--- src/assert_macros.svh ---
// ----------------------------------------------------------------------------
// assert_macros.svh
// Shared concurrent assertion macros, clocked on clk, disabled in rst.
// ----------------------------------------------------------------------------
`ifndef ASSERT_MACROS_SVH
`define ASSERT_MACROS_SVH

// same-cycle implication
`define ASSERT_IMPL(label, ante, cons, msg) \
  label: assert property (@(posedge clk) disable iff (rst) (ante) |-> (cons)) \
    else $error(msg);

// next-cycle implication
`define ASSERT_NEXT(label, ante, cons, msg) \
  label: assert property (@(posedge clk) disable iff (rst) (ante) |=> (cons)) \
    else $error(msg);

`endif

--- src/mpfd_pkg.sv ---
// ----------------------------------------------------------------------------
// mpfd_pkg
// Types and constants of the page-mode framebuffer draw engine.
// ----------------------------------------------------------------------------
`timescale 1ns / 1ps

package mpfd_pkg;

  localparam int PANEL_WIDTH_DEF  = 128;
  localparam int PANEL_HEIGHT_DEF = 64;

  typedef enum logic [2:0] {
    REQ_CLEAR   = 3'd0,
    REQ_PIXEL   = 3'd1,
    REQ_HLINE   = 3'd2,
    REQ_VLINE   = 3'd3,
    REQ_OUTLINE = 3'd4,
    REQ_FILLED  = 3'd5,
    REQ_READ    = 3'd6
  } req_t;

  typedef enum logic [3:0] {
    ST_INIT,
    ST_IDLE,
    ST_CLEAR,
    ST_CALC,
    ST_RD,
    ST_WR,
    ST_RDREQ,
    ST_RDDATA,
    ST_RESP
  } state_t;

  typedef struct packed {
    logic       ok;
    logic [7:0] mask;
  } pix_info_t;

endpackage

--- src/mpfd_pix.sv ---
// ----------------------------------------------------------------------------
// mpfd_pix
// Pixel unit: panel bounds check, store address and bit mask of one pixel.
// ----------------------------------------------------------------------------
`timescale 1ns / 1ps

module mpfd_pix
  import mpfd_pkg::*;
#(
  parameter int PANEL_WIDTH  = PANEL_WIDTH_DEF,
  parameter int PANEL_HEIGHT = PANEL_HEIGHT_DEF,
  parameter int AW           = 10
) (
  input  logic [7:0]    px,
  input  logic [7:0]    py,
  output pix_info_t     info,
  output logic [AW-1:0] addr
);

  logic [13:0] page_base;
  logic [13:0] sum;

  assign page_base = 14'(py[7:3]) * 14'(PANEL_WIDTH);
  assign sum       = page_base + 14'(px);
  assign addr      = AW'(sum);

  assign info.ok   = ({1'b0, px} < 9'(PANEL_WIDTH)) && ({1'b0, py} < 9'(PANEL_HEIGHT));
  assign info.mask = 8'd1 << py[2:0];

endmodule

--- config.mk ---
export PLATFORM = sky130hd
export DESIGN_NAME = mpfd_pix
export DESIGN_NICKNAME = d
export VERILOG_FILES = /design/src/assert_macros.svh /design/src/mpfd_pkg.sv /design/src/mpfd_pix.sv
export SDC_FILE = /design/constraint.sdc
export NUM_CORES = 1
export LEC_CHECK = 0
export ABC_AREA = 1
export BUFFER_PORTS_ARGS = -buffer_cell sky130_fd_sc_hd__clkbuf_2
export CAP_MARGIN = 25
export CORE_AREA = 2 2 39 41
export DETAILED_ROUTE_END_ITERATION = 10
export DIE_AREA = 0 0 41 43
export GPL_TIMING_DRIVEN = 0
export PLACE_DENSITY = 0.44
export SETUP_SLACK_MARGIN = 0.02
export SLEW_MARGIN = 20
export SYNTH_ARGS = -nofsm -noshare
export SYNTH_HDL_FRONTEND = slang
export SYNTH_SLANG_ARGS = --single-unit
--- constraint.sdc ---
create_clock -name vclk -period 0.9
set_clock_uncertainty 0.05 [all_clocks]
set_input_delay 0.09 -clock vclk [all_inputs]
set_output_delay 0.09 -clock vclk [all_outputs]
set_load 0.03 [all_outputs]
==> Implementation_results.wiki <==
{| class="wikitable"
! Metric !! Value
|-
| RSZ-0062 raised after global routing || yes
|-
| Final cycle utilization of the critical path || 1.074
|-
| Final Instance Area || 402.9 um2
|-
| Max stage delay cell, worst path || sky130_fd_sc_hd__ha_4
|-
| Overflow after GRT || 0
|-
| Final number of hold-violating endpoints || 0
|-
| Overall die area || 1763 um2
|-
| Vertical die dimension || 43 um
|-
| Post-DRT Antenna Nets || 0
|-
| Residual DRC count || 0
|-
| Wire length of the first global-routing pass || 579 um
|-
| Synthesized-area fraction occupied by ao, oa, aoi and oai cells || 0
|-
| Final standard cell utilization of the core || 0.2911
|-
| Total number of sequential cells || 0
|-
| Setup CP Type || in -> out
|-
| Area growth from synthesis to layout || 145.8%
|-
| Post-synthesis mux area share || 0
|-
| Antenna violations before repair || 0
|-
| Arrival time worst endpoint || 830 ps
|-
| Vias in the first global route || 163
|-
| Detailed-route vias per instance || ~3.6
|-
| VDD IR max || 0.0002178 V
|-
| X dimension of the die || 41 um
|-
| Post-CTS setup buffer count || 0
|-
| P per Cell Area || around 660 nW/um2
|-
| Adder-Cell Fraction of Synth Area || 0.1527
|-
| Most frequent standard cell in the layout excluding fill and tap cells || sky130_fd_sc_hd__clkbuf_2
|-
| Length of the first detailed-routing pass in iterations || 2
|-
| Total cell area at the placement stage || 331.6 um2
|-
| LEAKAGE || around 0.25 nW
|-
| Total of warnings raised by yosys || 0
|-
| Area taken by flip-flops and latches || 0 um2
|-
| Number of DRC violations after detailed-routing iteration 0 || 1
|-
| Post-synthesis cell type count || 6
|-
| Cts hold-fix bufs || 0
|-
| All-layer global routing usage || 0.04296
|-
| Combinational family with the most area after synthesis || buffers and inverters
|-
| Worst slew margin relative to its limit || 0.8822
|-
| Fill count || 164
|-
| Fraction of layout instances using a drive strength above 1 || 0.7000
|-
| Top library cells by usage in the layout, fill and taps aside || 24 x sky130_fd_sc_hd__clkbuf_2, 9 x sky130_fd_sc_hd__nor2_1, 7 x sky130_fd_sc_hd__buf_4, 5 x sky130_fd_sc_hd__nand2_1, 4 x sky130_fd_sc_hd__inv_1
|-
| Highest fanout seen on the critical path || 2
|-
| Post-synthesis xor/xnor area fraction || 0
|-
| Cell area after technology mapping || 163.9 um2
|-
| Number of clock buffer instances in the layout || 0
|-
| Cell Rows || 14
|-
| Count of maximum capacitance violations || 0
|-
| Final non-filler cell total || 76
|-
| Highest attainable clock frequency || just over 1 GHz
|-
| DR WL/cell || between 7 and 8 um
|-
| Data required time at the worst endpoint || 760 ps
|-
| Nature of the critical path startpoint || input pin
|-
| Detailed Route WL || 538 um
|-
| Post-Route Setup TNS || -66.23 ps
|-
| Cells along the critical path || buf_8 > ha_4 > ha_4 > nand2_2 > inv_2 > nor2_4 > buf_8
|-
| Post-Place Cells || 76
|-
| Post-placement worst setup slack || -231.9 ps
|-
| Crit path max-delay family || adder cells
|-
| Mapped Cells || 32
|-
| Outcome || finished, violations left
|-
| Buffers and inverters on the worst path || 3
|-
| Portion of the post-synthesis area used by sequential elements || 0
|-
| Count of inserted antenna diode cells || 0
|-
| Final RePlAce weighted congestion || 0.6970
|-
| Post-synth net total || 50
|-
| Largest net degree at the start of global routing || 6
|-
| Area share of and/or/nand/nor cells after synthesis || 0.3893
|-
| Stage delay of the slowest cell on the critical path || 160 ps
|-
| Number of slew-limit violations in the final report || 0
|-
| Kind of path behind the tightest hold check || in -> out
|-
| I/O Buffers || 28
|-
| Starting density of the core || 0.1184
|-
| Net count of the finished layout || 80
|-
| Violated checks || negative setup slack
|-
| Core ar. || 1384 um2
|-
| Time the worst path needs with I/O delays and setup || 966.2 ps
|-
| Number of primary I/O pins || 35
|-
| Critical path capture point type || output pin
|-
| Slew at the pin with the worst max-slew slack || 177.5 ps
|-
| Final setup vio count || 1
|-
| Via count || 270
|-
| HPWL Detailed || around 480 um
|-
| Final worst setup slack || -66.23 ps
|-
| Mean cell area of the mapped netlist || ~5.1 um2
|}
==> path summary, 6_finish.rpt <==
check | slack (ps) | end | cells after the start | startpoint
max | -70 | addr[9] | 7 | px[7]
min | 390 | addr[2] | 2 | px[2]
==> power breakdown <==
part	switching (mW)	total, mW	internal [mW]
Clock	0	0	0
Combinational	0.155	0.266	0.110
Sequential	0	0	0
==> cell usage after synthesis, drive strengths merged <==
cell / count / area share
inv: 6 / 0.14
ha: 2 / 0.15
nor2: 11 / 0.25
nand2: 6 / 0.14
buf: 7 / 0.32
==> metal layers <==
layer,vias up,wire length [um],GRT usage
met5,-,0,0
met4,0,0,0
met3,0,49,0
met2,14,290,0.08750
met1,115,198,0.04747
li1,141,-,-
==> kinds of logic (layout without fill, tap and decap cells) <==
group,Yosys count,after routing
buffers and inverters,13,41
adder cells (fa/ha/maj),2,2
AND/OR/NAND/NOR,17,17
==> stage by stage <==
| step | hold slack, ps | power [mW] |
|---|---|---|
| floorplan | 241.8 | 0.1574 |
| global placement | 391.5 | 0.2203 |
| detailed placement | 391.3 | 0.2222 |
| CTS | 391.4 | 0.2540 |
| global route | 393.7 | 0.2828 |
| finish | 390.3 | 0.2657 |
==> layout make-up <==
class / instances / area [um2] / share of cell area
multi-input combinational: 19 / 131.4 / 0.3261
tap: 16 / 20.02 / 0.04969
timing repair buffer: 28 / 176.4 / 0.4379
buffer: 7 / 52.55 / 0.1304
inverter: 6 / 22.52 / 0.05590
==> timing repair <==
item                       in CTS  in global routing
pin swaps                       3                  3
gates resized for setup        12                  7
setup endpoints to repair       2                  2
Note: power is estimated with default switching activity, not from simulation.
